==> src/rtl/kpm_pkg.sv <==
package kpm_pkg;

  // table geometry and count width
  localparam int MaxPatterns = 256;
  localparam int MaxPatternLen = 16;
  localparam int CountWidth = 16;

  typedef enum logic [1:0] {
    CMD_LOAD_BYTE = 2'd0,
    CMD_SET_HEADER = 2'd1,
    CMD_TEXT_BYTE = 2'd2,
    CMD_END_TEXT = 2'd3
  } kpm_cmd_e;

  typedef enum logic [2:0] {
    ST_IDLE,
    ST_CLEAR,
    ST_READ,
    ST_CMP,
    ST_DONE,
    ST_OUT
  } kpm_state_e;

  // controller to datapath
  typedef struct packed {
    logic shift;     // shift the text history
    logic wr_byte;   // write pattern byte
    logic wr_hdr;    // write pattern header
    logic clr;       // clear block count at sweep address
    logic clr_hdr;   // also clear header at sweep address
    logic rd;        // read entry at sweep address
    logic cmp;       // compare one pattern byte
    logic upd;       // finish entry update
    logic clr_tot;   // clear totals and history
    logic cnt_rst;   // reset sweep counter
    logic cnt_inc;   // next entry
    logic pos_rst;   // reset byte position
    logic pos_inc;   // next byte position
    logic load_out;  // capture result
  } kpm_cmd_t;

  // datapath to controller
  typedef struct packed {
    logic last_entry;
    logic skip;       // entry needs no byte compare
    logic cmp_done;   // compare loop finished
  } kpm_stat_t;

endpackage

==> src/rtl/kpm_ctrl.sv <==
module kpm_ctrl
  import kpm_pkg::*;
(
  input  logic      clk_i,
  input  logic      rst_ni,
  input  logic      in_valid_i,
  output logic      in_ready_o,
  input  logic [1:0] cmd_i,
  output logic      out_valid_o,
  input  logic      out_ready_i,
  input  kpm_stat_t stat_i,
  output kpm_cmd_t  ctl_o
);

  kpm_state_e state_q, state_d;
  logic out_valid_q, out_valid_d;
  logic clear_q, clear_d;  // header clear pending after reset

  always_comb begin
    state_d = state_q;
    clear_d = clear_q;
    out_valid_d = out_valid_q;
    if (out_valid_q && out_ready_i) out_valid_d = 1'b0;
    case (state_q)
      ST_CLEAR: if (stat_i.last_entry) begin
        state_d = ST_IDLE;
        clear_d = 1'b0;
      end
      ST_IDLE: begin
        if (in_valid_i && in_ready_o) begin
          case (kpm_cmd_e'(cmd_i))
            CMD_TEXT_BYTE: state_d = ST_READ;
            CMD_END_TEXT: state_d = ST_OUT;
            default: state_d = ST_IDLE;
          endcase
        end
      end
      ST_READ: state_d = ST_CMP;
      ST_CMP: if (stat_i.skip || stat_i.cmp_done) state_d = ST_DONE;
      ST_DONE: state_d = stat_i.last_entry ? ST_IDLE : ST_READ;
      ST_OUT: if (!out_valid_q || out_ready_i) begin
        out_valid_d = 1'b1;
        state_d = ST_CLEAR;
      end
      default: state_d = ST_IDLE;
    endcase
  end

  always_comb begin
    ctl_o = '0;
    in_ready_o = (state_q == ST_IDLE);
    case (state_q)
      ST_IDLE: begin
        ctl_o.cnt_rst = 1'b1;
        if (in_valid_i) begin
          ctl_o.wr_byte = (kpm_cmd_e'(cmd_i) == CMD_LOAD_BYTE);
          ctl_o.wr_hdr = (kpm_cmd_e'(cmd_i) == CMD_SET_HEADER);
          ctl_o.shift = (kpm_cmd_e'(cmd_i) == CMD_TEXT_BYTE);
        end
      end
      ST_CLEAR: begin
        ctl_o.clr = 1'b1;
        ctl_o.clr_hdr = clear_q;
        ctl_o.cnt_inc = 1'b1;
      end
      ST_READ: begin
        ctl_o.rd = 1'b1;
        ctl_o.pos_rst = 1'b1;
      end
      ST_CMP: begin
        if (!stat_i.skip && !stat_i.cmp_done) begin
          ctl_o.cmp = 1'b1;
          ctl_o.pos_inc = 1'b1;
        end
      end
      ST_DONE: begin
        ctl_o.upd = 1'b1;
        ctl_o.cnt_inc = 1'b1;
      end
      ST_OUT: begin
        ctl_o.cnt_rst = 1'b1;
        if (!out_valid_q || out_ready_i) begin
          ctl_o.load_out = 1'b1;
          ctl_o.clr_tot = 1'b1;
        end
      end
      default: ;
    endcase
  end

  assign out_valid_o = out_valid_q;

  always_ff @(posedge clk_i or negedge rst_ni) begin
    if (!rst_ni) begin
      state_q <= ST_CLEAR;
      clear_q <= 1'b1;
      out_valid_q <= 1'b0;
    end else begin
      state_q <= state_d;
      clear_q <= clear_d;
      out_valid_q <= out_valid_d;
    end
  end

endmodule

==> config.mk <==
export PLATFORM = sky130hd
export DESIGN_NAME = kpm_ctrl
export DESIGN_NICKNAME = d
export VERILOG_FILES = /design/src/rtl/kpm_pkg.sv /design/src/rtl/kpm_ctrl.sv
export SDC_FILE = /design/constraint.sdc
export NUM_CORES = 1
export LEC_CHECK = 0
export ABC_AREA = 1
export BUFFER_PORTS_ARGS = -buffer_cell sky130_fd_sc_hd__buf_4
export CAP_MARGIN = 10
export CORE_AREA = 2 2 39 41
export DETAILED_ROUTE_END_ITERATION = 16
export DIE_AREA = 0 0 41 43
export PLACE_DENSITY = 0.75
export SYNTH_ARGS = -nofsm -noshare
export SYNTH_HDL_FRONTEND = slang
export SYNTH_SLANG_ARGS = --single-unit
==> constraint.sdc <==
create_clock -name clk_i -period 2.13 [get_ports clk_i]
set_clock_uncertainty 0.1 [all_clocks]
set_input_delay 0.1065 -clock clk_i [delete_from_list [all_inputs] [get_ports clk_i]]
set_output_delay 0.1065 -clock clk_i [all_outputs]
set_load 0.1 [all_outputs]
==> results of run 1 <==
## metal layers
metal | vias to the layer above | wire length (um) | global-route usage, %
met1 | 207 | 343 | 14.7
met5 | - | 0 | 0
met3 | 0 | 50 | 3.14
li1 | 251 | - | -
met2 | 13 | 559 | 25.0
met4 | 0 | 0 | 4.00
## what timing repair did
action,CTS,global route
hold endpoints to repair,6,0
setup buffers,0,0
hold buffers,2,0
## state kept, by name (all words and copies together), names as in the netlist
signal,cells
out_valid_o,1
state_q,3
clear_q,1
## worst paths after layout
check,cells after the start,slack [ns],endpoint,from
setup reg to reg,5,0.72,state_q[1],state_q[0]
max in group asynchronous,2,1.63,clear_q,rst_ni
setup / recovery,3,0.41,ctl_o[0],state_q[0]
hold reg to reg,2,0.37,clear_q,clear_q
min in group clk_i,4,0.11,out_valid_o,out_ready_i
hold / removal,2,0.10,state_q[1],rst_ni
## critical path: cells and delay by family (launching register included)
kind | cells | cell delay, ns
AO/OA/AOI/OAI | 1 | 0.16
AND/OR/NAND/NOR | 1 | 0.19
buffers and inverters | 1 | 0.30
flip-flops | 1 | 0.63
## per-stage QoR
stage               util (%)  area, um2  hold WS (ns)  setup slack, ns
detailed placement      46.0        637        -0.192            0.655
floorplan                  -        470        -0.289           -0.420
finish                  49.4        683         0.103            0.411
global route            49.4        683         0.116            0.331
CTS                     49.4        683        0.0952            0.389
global placement        46.0        637        -0.192            0.694
## placed cells by master, fill, tap and decap left out
cell type       n
a21oi_1         1
nand3b_1        1
buf_4          24
nand3_1        10
dfrtp_1         3
a21oi_4         1
clkbuf_1        1
inv_2           2
dfstp_2         2
nor4_2          1
nand3_2         2
nor2_2          4
clkbuf_4        3
nor2_1          4
dlygate4sd3_1   2
nand2_2         1
nand2_1        12
o21ai_1         1
nor2_4          4
inv_1          13
## final cells by class
cell class	count	share of cell area, %
Clock buffer	4	3.85
Sequential cell	5	18.7
Timing Repair Buffer	26	29.3
Multi-Input combinational cell	42	37.0
Inverter	15	8.24
Tap cell	16	2.93
## cells by family after synthesis
kind of cell	count (synthesis)
compound gates	3
simple gates	39
flops	5
buf+inv	19
==> metrics.md, run 1 <==
| Metric | Value |
|---|---|
| Dominant cell by count in the synthesized netlist | inv_1 |
| Via density | 4.36 |
| Pre-antenna DRT Iters | 4 |
| Main combinational cell family by area after synthesis | simple AND/OR/NAND/NOR gates |
| IO buf count | 24 |
| Initial core utilization | 32.0% |
| Hold Path Class | primary input to async pin |
| Clock Tree Root | clkbuf_4 |
| GRT Total Usage | 13.8% |
| Synthesized cell area | 443 um2 |
| Outcome | completed |
| Area leader, netlist | dfrtp_1 |
| Period minus WS final | 1.72 ns |
| Top cells by area, synth | dfrtp_1, dfstp_2, nand3_1 |
| Compound-Gate Fraction of Synth Area | 3.39% |
| Fill count | 137 |
| Num rows | 14 |
| Clock slew at reported path FFs | 0.04 ns |
| Critical Path, Cell by Cell | nand3_2 -> a21oi_4 -> buf_4 |
| Drt initial violations | 10 |
| Num CTS Buffers | 3 |
| RSZ-0062 raised after global routing | false |
| CP max stage cell | dfstp_2 |
| Syn Area/Cell | 6.71 um2 |
| Setup TNS Final | 0 ns |
| Max-cap violation count | 0 |
| Yosys reg bits | 5 |
| Die area | 1760 um2 |
| Detail Placement HPWL | 847 um |
| Slew HR | 81.5% |
| H-tree levels | 1 |
| Post-synthesis mux area share | 0% |
| Final nets | 102 |
| Crit path required time | 1.92 ns |
| Synth Area in XOR/XNOR | 0% |
| Yosys cell types | 17 |
| Syn_nets | 75 |
| Register area share after synthesis | 28.8% |
| Clock sink count | 5 |
| Slowest cell delay on critical path | 0.63 ns |
| Max Buffers Root-to-Sink | 2 |
| Register area | 128 um2 |
| Post-synthesis adder-cell area fraction | 0% |
| First-pass GRT wire length | 1700 um |
| Fmax | 582 MHz |
| Slew of the pin with the lowest slew margin | 0.279 ns |
| # setup viols final | 0 |
| Core area | 1380 um2 |
| Post-route ant nets | 0 |
| Startpoint types | flip-flop |
| CTS-repair resized insts | 0 |
| Share of cells above drive strength 1 | 47.8% |
| CP endpoint kind | output pin |
| GPL Wtd Cong | 0.857 |
| DRC | 0 |
| Global route overflow | 0 |
| Crit path kind | flip-flop to output pin |
| IO Pins | 25 |
| Post-synth EDFFs | 0 |
| Die Wd | 41 um |
| Wire per inst | 8.82 um |
| Finished Layout Cells | 108 |
| Fin. max-slew vios | 0 |
| Yosys warns | 0 |
| Worst skew pair latency | 0.24 ns |
| Final Hold Viols | 0 |
| Max FO, Critical Path | 8 |
| Yosys top cell area share | 16.9% |
| Area occupied by multi-input gates | 253 um2 |
| Simple-gate share of the synthesized area | 47.5% |
| Fin crit share | 80.7% |
| # diodes | 0 |
| Die H | 43 um |
| Most used DFF post-synth | dfrtp_1 |
| Fraction of registers with async set/reset | 100% |
| Synth cell count leaders | inv_1, nand2_1, nand3_1 |
| Area delta synth->final | 54.2% |
| Vias | 471 |
| Drt total wl | 953 um |
| Pin count of the biggest net entering global routing | 9 |
| TritonCTS clock tree | built |
| Cell count after synthesis | 66 |
| Antenna violations before repair | 0 |
| Vias in the first global route | 459 |
| Placed cells | 102 |
| CP Data Arrival Time | 1.51 ns |
Power of run 1 is not shown: default switching activity piles up to over one toggle a cycle in this logic, so the estimate is an artifact.
==> inputs of run 2 (changes only) <==
- clock period: 2.13 -> 1.75 ns (I/O delays scaled with it)
==> run 2 against run 1 <==
- final cell count increased by 0.93%
- sequential share of layout area decreased by 0.95 points
- via count grew 1.9%
- flip-flop and latch count unchanged
- global-route usage down 0.71 points
- setup slack lost 0.35 ns
- routed wire length increased by 7.8%
- critical endpoint unchanged
- hold slack worse by 0.012 ns
- clock-buffer cell count unchanged
- register-to-register slack worse by 0.52 ns
- first-iteration DRC count down 40%
==> metrics.md, run 2 (synthesis gave the netlist of run 1 again) <==
| Metric | Value |
|---|---|
| Outcome | completed |
| Die area | 1760 um2 (unchanged) |
| Fin crit share | 96.3% |
| Initial core utilization | 32.0% (unchanged) |
| Slowest cell delay on critical path | 0.62 ns (about the same) |
| Clock Tree Root | clkbuf_4 |
| Max-cap violation count | 0 (unchanged) |
| Global route overflow | 0 (unchanged) |
| Place WS | 0.261 ns (-0.394 ns) |
| Leading cell type in the layout, fill and taps excluded | buf_4 |
| Die H | 43 um (unchanged) |
| H-tree levels | 1 (unchanged) |
| Hold Path Class | primary input to async pin |
| First-pass GRT wire length | 1590 um (-6.5%) |
| CP max stage cell | dfstp_2 |
| Max FFs per register | 3 (unchanged) |
| # setup viols final | 0 (unchanged) |
| Critical Path, Cell by Cell | nand3_2 -> a21oi_4 -> buf_4 |
| Vias in the first global route | 446 (-2.8%) |
| RSZ-0062 raised after global routing | true |
| Crit path required time | 1.56 ns (-0.36 ns) |
| Drt total wl | 1030 um (+7.8%) |
| Most frequent cells in the layout | buf_4, inv_1, nand2_1, nand3_1, nor2_4 |
| GPL Wtd Cong | 0.794 (-7.4%) |
| Slew of the pin with the lowest slew margin | 0.281 ns (+0.00187 ns) |
| Num rows | 14 (unchanged) |
| Period minus WS final | 1.68 ns |
| Vias | 480 (+1.9%) |
| Antenna violations before repair | 0 (unchanged) |
| Fin. max-slew vios | 0 (unchanged) |
| IO Pins | 25 (unchanged) |
| Slew HR | 81.4% (-0.12 points) |
| Core area | 1380 um2 (unchanged) |
| IO buf count | 24 (unchanged) |
| CP endpoint kind | output pin |
| Clock slew at reported path FFs | 0.04 ns (about the same) |
| Startpoint types | flip-flop |
| Max FO, Critical Path | 8 (unchanged) |
| Final Hold Viols | 0 (unchanged) |
| Num CTS Buffers | 3 (unchanged) |
| Post-route ant nets | 0 (unchanged) |
| Drt initial violations | 6 (-4) |
| Fmax | 594 MHz |
| Final WS setup | 0.0653 ns (-0.346 ns) |
| Pre-antenna DRT Iters | 4 (unchanged) |
| Share of cells above drive strength 1 | 51.6% (+3.8 points) |
| # diodes | 0 (unchanged) |
| CP Data Arrival Time | 1.50 ns (about the same) |
| DRC | 0 (unchanged) |
| TritonCTS clock tree | built |
| Most flop-heavy register | state_q |
| Worst skew pair latency | 0.23 ns (about the same) |
| Max Buffers Root-to-Sink | 2 (unchanged) |
| Area delta synth->final | 64.1% |
| Detail Placement HPWL | 832 um (-1.7%) |
| Clock sink count | 5 (unchanged) |
| Pin count of the biggest net entering global routing | 9 (unchanged) |
| Via density | 4.40 (+0.98%) |
| Crit path kind | flip-flop to output pin |
| Final nets | 103 (+0.98%) |
| Wire per inst | 9.42 um (+6.8%) |
| GRT Total Usage | 13.1% (-0.71 points) |
| Die Wd | 41 um (unchanged) |
==> run 2: what timing repair did <==
item,CTS,global route
endpoints found under the hold margin,6,0
endpoints found under the setup margin,0,4
setup buffers,0,1
resized for setup,0,4
hold buffers,2,0
==> run 2: per-stage QoR <==
step	area, um2	hold slack (ns)	TNS [ns]	utilization [%]	cells
2_1_floorplan	520	-0.308	-1.08	-	66
3_3_place_gp	658	-0.210	0	47.6	102
3_5_place_dp	658	-0.210	0	47.6	102
4_1_cts	704	0.0759	0	50.9	108
5_1_grt	727	0.0780	-0.0287	52.5	109
6_report	727	0.0908	0	52.5	109
==> run 2: metal layers <==
layer,vias to the layer above,track usage [%],wire [um],share of wire (%)
met4,0,8.00,9,0.88
met3,2,1.57,67,6.5
met1,210,12.4,402,39
met5,-,0,0,0
met2,16,24.1,548,53
li1,252,-,-,-
==> run 2: path summary, 6_finish.rpt <==
check | from | end | slack (ns) | cells past startpoint
max reg2reg | state_q[0] | state_q[1] | 0.20 | 6
min in group clk_i | out_ready_i | out_valid_o | 0.10 | 4
max | state_q[0] | ctl_o[0] | 0.07 | 3
max in group asynchronous | rst_ni | state_q[0] | 1.26 | 2
min reg2reg | clear_q | clear_q | 0.37 | 2
min | rst_ni | state_q[2] | 0.09 | 2
==> run 2: final cells by class <==
class / count / area [um2]
fillers: 132 / 657
multi-input cells: 42 / 269
repair buffers: 27 / 223
flip-flops and latches: 5 / 129
inverters: 15 / 60.1
clock buffers: 4 / 26.3
well taps: 16 / 20.0
==> run 2: critical path: cells and delay by family, from the launching register on <==
kind	cells	cell delay (ns)
simple gates	1	0.18
buf+inv	1	0.30
compound gates	1	0.15
flops	1	0.62
Power of run 2 is left out for the same reason.
==> inputs of run 3 (changes only) <==
- CTS_BUF_LIST: not set -> sky130_fd_sc_hd__clkbuf_4 sky130_fd_sc_hd__clkbuf_8
==> run 3 against run 2 <==
- register-to-register slack barely moved
- clock-buffer cell count did not move
- critical path depth did not move
- via count fell by 0.21%
- setup slack barely moved
- flip-flop and latch count did not move
- die area did not move
- final area rose by 0.52%
==> metrics.md, run 3 (synthesis gave the netlist of run 1 again) <==
| Metric | Value |
|---|---|
| TritonCTS clock tree | built |
| CP endpoint kind | output pin |
| Clock sink count | 5 (unchanged) |
| R2r startpoint | state_q[0] |
| Die area | 1760 um2 (unchanged) |
| GRT Total Usage | 12.8% (-0.30 points) |
| # diodes | 0 (unchanged) |
| Leading cell type in the layout, fill and taps excluded | buf_4 |
| Period minus WS final | 1.69 ns (+0.000335 ns) |
| Num CTS Buffers | 3 (unchanged) |
| CP Data Arrival Time | 1.50 ns (about the same) |
| Area delta synth->final | 65.0% |
| Worst R2R End | state_q[1] |
| Drt total wl | 1020 um (-1.2%) |
| Most flop-heavy register | state_q |
| Reg2reg path depth | 6 (unchanged) |
| Pre-antenna DRT Iters | 4 (unchanged) |
| Final Hold Viols | 0 (unchanged) |
| Worst setup path endpoint | ctl_o[0] |
| Via density | 4.39 (-0.21%) |
| Fmax | 593 MHz (about the same) |
| Vias | 479 (-0.21%) |
| Slowest cell delay on critical path | 0.62 ns (about the same) |
| Fill count | 132 (unchanged) |
| Critical path launch point | state_q[0] |
| H-tree levels | 1 (unchanged) |
| Max FO, Critical Path | 8 (unchanged) |
| Fin crit share | 96.3% (about the same) |
| Startpoint types | flip-flop |
| CP Buf/Inv Count | 1 (unchanged) |
| Max Buffers Root-to-Sink | 2 (unchanged) |
| Global route overflow | 0 (unchanged) |
| Most frequent cells in the layout | buf_4, inv_1, nand2_1, nand3_1, nor2_4 |
| Drt initial violations | 6 (unchanged) |
| Delay-heaviest family, CP | flip-flops |
| Max-cap violation count | 0 (unchanged) |
| Final core utilization | 52.8% (+0.27 points) |
| Core area | 1380 um2 (unchanged) |
| Clock slew at reported path FFs | 0.04 ns (about the same) |
| First-pass GRT wire length | 1550 um (-2.6%) |
| Num rows | 14 (unchanged) |
| Outcome | completed |
| Slew HR | 81.4% (about the same) |
| Share of cells above drive strength 1 | 52.7% (+1.1 points) |
| Max FFs per register | 3 (unchanged) |
| Fin. max-slew vios | 0 (unchanged) |
| Wire per inst | 9.31 um (-1.2%) |
| Critical Path, Cell by Cell | nand3_2 -> a21oi_4 -> buf_4 |
| Crit path required time | 1.56 ns (about the same) |
| # setup viols final | 0 (unchanged) |
| CP max stage cell | dfstp_2 |
| Die Wd | 41 um (unchanged) |
| IO Pins | 25 (unchanged) |
| Die H | 43 um (unchanged) |
| Post-route ant nets | 0 (unchanged) |
| Crit path kind | flip-flop to output pin |
| GPL Wtd Cong | 0.794 (unchanged) |
| Slew of the pin with the lowest slew margin | 0.281 ns (+0.00000548 ns) |
| Antenna violations before repair | 0 (unchanged) |
| IO buf count | 24 (unchanged) |
| Hold Path Class | primary input to async pin |
| Flop-to-flop setup slack | 0.20 ns (about the same) |
| Initial core utilization | 32.0% (unchanged) |
| Clock Tree Root | clkbuf_4 |
| Final nets | 103 (unchanged) |
| DRC | 0 (unchanged) |
| WP depth | 3 (unchanged) |
| Vias in the first global route | 435 (-2.5%) |
| Worst skew pair latency | 0.23 ns (about the same) |
| RSZ-0062 raised after global routing | true |
| Pin count of the biggest net entering global routing | 9 (unchanged) |
| Detail Placement HPWL | 832 um (unchanged) |
run 3: per-stage QoR:
step           hold slack [ns]  setup TNS (ns)  cells  setup WS (ns)  cell area (um2)
2_1_floorplan           -0.308           -1.08     66         -0.354              520
3_3_place_gp            -0.210               0    102          0.297              658
3_5_place_dp            -0.210               0    102          0.261              658
4_1_cts                 0.0766               0    108        0.00372              708
5_1_grt                 0.0781         -0.0287    109        -0.0160              731
6_report                0.0890               0    109         0.0650              731
run 3: worst min path at each step:
stage / start / endpoint / cells after the start
after global placement: rst_ni / state_q[1] / 1
after CTS: rst_ni / state_q[1] / 2
final: rst_ni / state_q[2] / 2
after detailed placement: rst_ni / state_q[1] / 1
after global routing: rst_ni / state_q[1] / 2
after floorplan: rst_ni / out_valid_o / 0
run 3: repair_timing:
action	CTS	global route
resized for setup	0	4
endpoints found under the setup margin	0	4
hold endpoints to repair	6	0
setup buffers	0	1
hold buffers	2	0
run 3: worst reg2reg max path, stage by stage (launching register included):
cell	delay, ns
dfstp_2	0.62
nand3_1	0.17
nor2_4	0.18
buf_4	0.15
nor2_4	0.04
nand3_1	0.09
nand2_1	0.07
run 3: layout make-up:
| type | count | area (um2) | share of cell area [%] |
|---|---|---|---|
| multi-input cells | 42 | 269 | 36.8 |
| repair buffers | 27 | 223 | 30.5 |
| flip-flops and latches | 5 | 129 | 17.6 |
| inverters | 15 | 60.1 | 8.22 |
| clock buffers | 4 | 30.0 | 4.11 |
| well taps | 16 | 20.0 | 2.74 |
run 3: metal layers:
layer	GRT usage, %	wire [um]	share of wire, %	vias up
met5	0	0	0	-
met3	1.57	67	6.6	2
li1	-	-	-	252
met2	23.1	536	53	16
met4	8.00	9	0.89	0
met1	12.4	402	40	209
Power of run 3 is left out for the same reason.
